File: config.mk
export PLATFORM = sky130hd
export DESIGN_NAME = sfd_blend
export DESIGN_NICKNAME = d
export VERILOG_FILES = /design/src/rtl/core/sfd_pkg.sv /design/src/rtl/core/sfd_blend.sv
export SDC_FILE = /design/constraint.sdc
export NUM_CORES = 1
export LEC_CHECK = 0
export CORE_ASPECT_RATIO = 0.75
export CORE_MARGIN = 2
export CORE_UTILIZATION = 30
export CTS_BUF_LIST = sky130_fd_sc_hd__clkbuf_16
export DETAILED_ROUTE_END_ITERATION = 6
export DONT_BUFFER_PORTS = 1
export PLACE_DENSITY_LB_ADDON = 0.05
export SLEW_MARGIN = 20
export SYNTH_ARGS = -nofsm -noshare
export SYNTH_HDL_FRONTEND = slang
export SYNTH_SLANG_ARGS = --single-unit
export TNS_END_PERCENT = 5
File: constraint.sdc
create_clock -name clk -period 9.85 [get_ports clk]
set_input_delay 0.985 -clock clk [delete_from_list [all_inputs] [get_ports clk]]
set_output_delay 0.985 -clock clk [all_outputs]
set_load 0.01 [all_outputs]
File: src/rtl/core/sfd_pkg.sv
// Shared constants and pipeline control types for the stereo flanger core.
package sfd_pkg;

  // Default number of stereo frames held in the delay store.
  localparam int DelayDepthDefault = 350;

  // Fixed-point format of the sweep offset and the sweep step.
  localparam int FracBits = 16;
  localparam int FracOne  = 65536;

  // Reset value of the sweep step register (about 0.002 frames per frame).
  localparam logic [15:0] StepReset = 16'd131;

  // Load strobes for the arithmetic stages behind the delay store read.
  typedef struct packed {
    logic ld2;
    logic ld3;
    logic ld4;
    logic ld5;
  } sfd_ld_t;

endpackage

File: src/rtl/core/sfd_blend.sv
// One channel of the interpolate, add and saturate pipeline.
module sfd_blend (
  input  logic               clk,
  input  sfd_pkg::sfd_ld_t   ld,
  input  logic signed [15:0] near_tap,
  input  logic signed [15:0] far_tap,
  input  logic        [15:0] frac,
  input  logic signed [15:0] dry,
  output logic signed [15:0] wet
);
  import sfd_pkg::*;

  logic signed [16:0] diff;
  logic signed [15:0] near2;
  logic        [15:0] frac2;
  logic signed [15:0] dry2;

  logic signed [33:0] prod;
  logic signed [15:0] near3;
  logic signed [15:0] dry3;

  logic signed [33:0] acc;
  logic               round_up;
  logic signed [15:0] blend;
  logic signed [15:0] blend4;
  logic signed [15:0] dry4;

  logic signed [16:0] sum;
  logic signed [15:0] sat;

  // The blend is rewritten as near + frac * (far - near), so one multiply suffices.
  always_ff @(posedge clk) begin
    if (ld.ld2) begin
      diff  <= {far_tap[15], far_tap} - {near_tap[15], near_tap};
      near2 <= near_tap;
      frac2 <= frac;
      dry2  <= dry;
    end
  end

  // Unsigned fraction times signed difference.
  always_ff @(posedge clk) begin
    if (ld.ld3) begin
      prod  <= $signed({1'b0, frac2}) * diff;
      near3 <= near2;
      dry3  <= dry2;
    end
  end

  // Scale back by the fraction width, truncating toward zero.
  always_comb begin
    acc      = $signed({{2{near3[15]}}, near3, {FracBits{1'b0}}}) + prod;
    round_up = acc[33] && (|acc[FracBits-1:0]);
    blend    = acc[31:16] + $signed({15'b0, round_up});
  end

  always_ff @(posedge clk) begin
    if (ld.ld4) begin
      blend4 <= blend;
      dry4   <= dry3;
    end
  end

  // Add the dry sample and clamp to the 16-bit range.
  always_comb begin
    sum = {dry4[15], dry4} + {blend4[15], blend4};
    if (sum[16] != sum[15]) begin
      sat = sum[16] ? 16'sh8000 : 16'sh7fff;
    end else begin
      sat = sum[15:0];
    end
  end

  always_ff @(posedge clk) begin
    if (ld.ld5) begin
      wet <= sat;
    end
  end

endmodule

==> results.md, run 1 <==
- Crit path kind: reg -> reg
- Area share of the largest cell type after synthesis: 30.8%
- # nets final: 2,084
- Initial drt markers: just over 600
- Fin. Hold Viols: 0
- Worst-path clk slew: approximately 0.07 ns
- Post-DR wirelength/cell: approximately 19 µm
- CTS sink count: 179
- Seq/Total Area, Yosys: 30.8%
- Io pins: 85
- RSZ-0062 raised after global routing: false
- Port bufs: 0
- Dominant cells by area after synthesis: edfxtp_1 (31%), fa_1 (24%), ha_1 (13%)
- Vias in the first global route: roughly 12k
- Postcts setup bufs: 0
- DR vias: between 10k and 15k
- Outcome: finished, final reports clean
- Commonest non-fill, non-tap cell in the layout: inv_1
- Most frequent cells in the layout: inv_1 (322), fa_1 (212), ha_1 (179), edfxtp_1 (179), and2_1 (152)
- Arr. time, crit path: between 7 and 8 ns
- Post-synthesis adder-cell area fraction: between 30% and 40%
- Initial antenna violation count: 4
- Final period utilization: between 70% and 80%
- Latest clock arrival within the worst-skew pair: between 0.4 and 0.5 ns
- Total CTS buffers: 17
- Yosys reg bits: around 180
- Die Y-Extent: between 200 and 250 µm
- Finish-stage setup viols: 0
- Die W: 283 µm
- Final ANT Viol Nets: 0
- Fmax achieved: roughly 140 MHz
- Final TNS setup: 0 ns
- Post-synth cell types: slightly above 60
- Core Rows: 76
- Cells after Synth: 1,640
- Setup crit end kind: flop
- Area share of xor/xnor cells in the synthesized design: 4.10%
- # hold bufs at CTS: 0
- Total track usage: around 16%
- Ratio of cells with drive above 1 in the final layout: between 3 and 4%
- Starting Density: between 30% and 40%
- Post-synthesis instance area: 0.0175 mm²
- Global placer's final weighted congestion: ~0.78
- EDFF count, synth: roughly 180
- Asr flop ratio synth: 0%
- Dpl hpwl: around 36 mm
- Transition time at the pin with the least slew margin: 0.832 ns
- CP Launch Type: flop
- First-pass GRT wire length: ~70 mm
- Synth Area in Compound Gates: 6.88%
- Core ar.: about 0.058 mm²
- Max Buffers Root-to-Sink: 2
- Clk root buf: clkbuf_16
- YS warnings: 0
- DRC Markers: 0
- Crit path max fanout: 17
- Synth-to-Final Area Change: 8.14%
- Syn Area/Cell: between 10 and 15 µm²
- Post-CTS Resized: 0
- Drt pass-1 iters: 5
- Headroom to the max-slew limit: roughly 44%
- Full die area: between 0.06 and 0.07 mm²
- Multiplexer area fraction after synthesis: 0.0573%
- Detailed Route WL: 44.8 mm
- Largest family of logic cells by synthesized area: adder cells
- Top FF cell, synth: edfxtp_1
- Max-slew violations: 0
- Min cycle time layout: about 7.1 ns
- Worst hold path type: reg -> reg
- Pin count of the biggest net entering global routing: 67
- Vias per cell: 4.48
- Skew final: 0.0136 ns
- CP Data Required Time: just over 10 ns
- Total grt overflow: 0
- H-tree levels: 4
- Flop2flop setup slack: 2.80 ns
- Synth Net Count: 2,100
- MaxCap Viol Count: 0
- Simple-gate share of the synthesized area: a little over an eighth
- CTS tree: done
- Synth area leader: edfxtp_1
## cell usage after synthesis (10+ instances only)
library cell and instances:
nand2b_1 19, ha_1 179, nor2b_1 17, nor2_1 45, nor3_1 11, clkbuf_1 36, fa_1 212, edfxtp_1 179
and2_1 152, a21o_1 20, o21ai_1 10, a21oi_1 58, nand3_1 20, inv_1 322, nand2_1 145, xor2_1 27
xnor2_1 53, o21ai_0 25
## routing by layer
metal | global-route usage, % | part of all wire (%) | up-vias
li1 | - | - | 5243
met1 | 23.8 | 52 | 5439
met2 | 24.4 | 44 | 128
met3 | 2.52 | 2.8 | 18
met4 | 2.79 | 0.81 | 2
met5 | 0 | 0.029 | -
## worst max-delay path, stage by stage, from the launching register on
cell and delay (ns):
edfxtp_1 0.82, nand2_1 0.18, fa_1 0.56, inv_1 0.05
fa_1 0.53, inv_1 0.06, fa_1 0.53, inv_1 0.05
fa_1 0.44, fa_1 0.51, inv_1 0.05, fa_1 0.52
inv_1 0.04, ha_1 0.36, a21oi_1 0.18, o21ai_1 0.11
a2111oi_0 0.47, nor2_1 0.11, a311oi_2 0.57, o21ai_1 0.20
a21o_1 0.22, a21oi_2 0.14, xnor2_1 0.07
## cell families (layout without fill, tap and decap cells)
group | after synthesis | after routing
multiplexers | 1 | 1
buffers and inverters | 360 | 357
AND/OR/NAND/NOR | 447 | 447
flip-flops | 179 | 179
adder cells (fa/ha/maj) | 393 | 393
AO/OA/AOI/OAI | 179 | 179
other | 0 | 1
XOR/XNOR | 81 | 81
## layout make-up
| type | instances | area, µm² |
|---|---|---|
| Tap cell | 780 | 976 |
| Clock inverter | 15 | 146 |
| Antenna cell | 1 | 2.50 |
| Inverter | 322 | 1210 |
| Multi-Input combinational cell | 1101 | 10700 |
| Timing Repair Buffer | 3 | 22.5 |
| Fill cell | 5925 | 38600 |
| Sequential cell | 179 | 5380 |
| Clock buffer | 17 | 425 |
## flip-flops by register name, indices dropped and copies added (netlist names)
signal,count
frac2,16
blend4,16
dry3,16
dry4,16
wet,16
near3,16
prod,34
diff,17
dry2,16
near2,16
## path summary, 6_finish.rpt
path                               start        to  cells past startpoint
worst max-delay path            frac2[7]  prod[27]                     22
worst min-delay path            near2[3]  near3[3]                      0
worst max register to register  frac2[7]  prod[27]                     22
worst min register to register  near2[3]  near3[3]                      0
## stage by stage
stage	setup WS (ns)	cells	hold WS [ns]	area (µm²)	util, %
floorplan	3.60	1640	0.400	17500	-
global placement	2.91	2385	0.400	18300	31.9
detailed placement	2.82	2385	0.405	18300	31.9
CTS	2.81	2417	0.421	18900	32.8
global route	2.26	2417	0.426	18900	32.8
finish	2.80	2418	0.421	18900	32.9
Power of run 1 is left out: the tool's default activity adds up to more than one toggle a clock period on the data nets, which glitch-free logic cannot reach.
==> inputs of run 2 (changes only) <==
==> constraint.sdc (replaced) <==
create_clock -name clk -period 6.1 [get_ports clk]
set_input_delay 0.61 -clock clk [delete_from_list [all_inputs] [get_ports clk]]
set_output_delay 0.61 -clock clk [all_outputs]
set_load 0.01 [all_outputs]
==> results.md, run 2 (synthesis gave the netlist of run 1 again) <==
- Placed cell areas: 0.0193 mm² (was 0.0183 mm²)
- Post-route cell area: 0.0204 mm² (was 0.0189 mm²)
- Total track usage: 16.4% (was 15.9%)
- Most frequent cells in the layout: inv_1 (316), fa_1 (209), edfxtp_1 (179) (was inv_1 (322), fa_1 (212), ha_1 (179), edfxtp_1 (179), and2_1 (152))
- Biggest register: prod (unchanged)
- Global placer's final weighted congestion: 0.783 (was 0.778)
- Crit path kind: reg -> reg (unchanged)
- Fillers: 5,781 (was 5,925)
- Outcome: complete, but fails checks (was finished, final reports clean)
- Final ANT Viol Nets: 0 (unchanged)
- # nets final: 2,225 (was 2,084)
- First-pass GRT wire length: 72.6 mm (was 70.2 mm)
- Starting Density: 30.4% (unchanged)
- DR vias: 11.5k (was 10.8k)
- Initial drt markers: 552 (was 616)
- Setup crit end kind: flop (unchanged)
- Drt pass-1 iters: 4 (was 5)
- DRC Markers: 0 (unchanged)
- Dpl hpwl: 38.1 mm (was 35.8 mm)
- Initial antenna violation count: 1 (was 4)
- Final TNS setup: -0.0380 ns (was 0 ns)
- Largest register FFs: 34 (unchanged)
- Failing checks: setup timing
- Die Y-Extent: 213 µm (unchanged)
- Finish-stage setup viols: 1 (was 0)
- Fmax achieved: 163 MHz (was 142 MHz)
- Synth-to-Final Area Change: 16.8% (was 8.14%)
- CP Launch Type: flop (unchanged)
- CP Data Required Time: 6.34 ns (was 10.06 ns)
- Vias in the first global route: 12.1k (was 11.6k)
- Vias per cell: 4.49 (was 4.48)
- Worst-path clk slew: 0.08 ns (was 0.07 ns)
- Final period utilization: 101% (was 71.6%)
- Post-DR wirelength/cell: 18.1 µm (was 18.5 µm)
- Headroom to the max-slew limit: 50.0% (was 43.7%)
- Latest clock arrival within the worst-skew pair: 0.49 ns (was 0.46 ns)
- Full die area: 0.0602 mm² (unchanged)
- Max-slew violations: 0 (unchanged)
- Worst hold path type: in -> reg (was reg -> reg)
- Io pins: 85 (unchanged)
- Core Rows: 76 (unchanged)
- Total grt overflow: 0 (unchanged)
- Die W: 283 µm (unchanged)
- Port bufs: 0 (unchanged)
- MaxCap Viol Count: 0 (unchanged)
- H-tree levels: 4 (unchanged)
- RSZ-0062 raised after global routing: true (was false)
- Ratio of cells with drive above 1 in the final layout: 13.2% (was 3.18%)
- Commonest non-fill, non-tap cell in the layout: inv_1 (unchanged)
- Total CTS buffers: 17 (unchanged)
- Leading registers by flop count: prod: 34 flops, diff: 17 flops (unchanged)
- Max Buffers Root-to-Sink: 2 (unchanged)
- Clk root buf: clkbuf_16 (unchanged)
- Arr. time, crit path: 6.38 ns (was 7.27 ns)
- Crit path max fanout: 3 (was 17)
- Fin. Hold Viols: 0 (unchanged)
- Min cycle time layout: 6.14 ns (was 7.05 ns)
- CTS sink count: 179 (unchanged)
- Core ar.: 0.0575 mm² (unchanged)
- Detailed Route WL: 46.3 mm (was 44.8 mm)
- Transition time at the pin with the least slew margin: 0.747 ns (was 0.832 ns)
- Antenna cells: 0 (was 1)
- Dpl ws: -0.326 ns (was 2.82 ns)
- Pin count of the biggest net entering global routing: 67 (unchanged)
- Skew final: 0.0150 ns (was 0.0136 ns)
- CTS tree: done (unchanged)
- Final worst slack: -0.0380 ns (was 2.80 ns)
## run 2: cell count changes in the layout (fill, tap and decap cells not counted), moves of 8 or more
cell / before / now
buf_4: 3 / 112
buf_6: 0 / 18
buf_12: 0 / 14
and2_1: 152 / 143
and2_4: 0 / 9
ha_1: 179 / 170
a21oi_1: 58 / 50
ha_4: 0 / 8
inv_2: 0 / 8
## run 2: final cells by class
class / instances / area, µm² / area share [%]
clock inverters: 15 / 161 / 0.790
multi-input cells: 1101 / 11000 / 53.6
clock buffers: 17 / 425 / 2.08
well taps: 780 / 976 / 4.78
flip-flops and latches: 179 / 5380 / 26.3
repair buffers: 144 / 1320 / 6.48
inverters: 322 / 1210 / 5.92
## run 2: final timing paths
check	startpoint	to	slack, ns	depth (start not counted)
worst max register to register	frac2[8]	prod[32]	-0.04	23
worst min-delay path	frac[11]	frac2[11]	0.21	0
worst min register to register	dry3[2]	dry4[2]	0.42	0
worst max-delay path	frac2[8]	prod[32]	-0.04	23
## run 2: layer usage
layer	part of all wire [%]	vias to the layer above	global-route usage [%]	wire, µm
met2	44	142	24.8	20300
li1	-	5529	-	-
met3	3.3	33	2.93	1510
met1	51	5780	24.2	23700
met4	1.6	0	4.16	759
met5	0	-	0	0
## run 2: stage by stage
stage                     util [%]  instances  hold slack, ns
after global routing          35.5       2558           0.174
after CTS                     35.4       2557           0.160
after floorplan                  -       1640           0.400
after global placement        33.6       2496           0.401
final                         35.5       2558           0.212
after detailed placement      33.6       2496           0.405
## run 2: critical path, cell delays in order, from the launching register on
cell	delay, ns
edfxtp_1	0.42
buf_6	0.15
and2_4	0.13
fa_1	0.51
inv_2	0.05
fa_1	0.54
inv_1	0.05
fa_1	0.52
inv_1	0.05
fa_1	0.46
fa_1	0.51
fa_1	0.54
inv_2	0.05
ha_4	0.22
buf_4	0.13
nand3_1	0.07
nand2_1	0.07
a21oi_2	0.18
nand3_2	0.15
a211o_1	0.36
a31oi_2	0.23
o211a_1	0.21
nor3b_1	0.05
a211o_1	0.23
## run 2: what timing repair did
action | in CTS | in global routing
gates resized for setup | 58 | 11
setup endpoints to repair | 11 | 12
pin swaps | 57 | 15
hold buffers | 0 | 0
setup buffers | 29 | 1
hold endpoints to repair | 0 | 0
Power of run 2 is left out for the same reason.
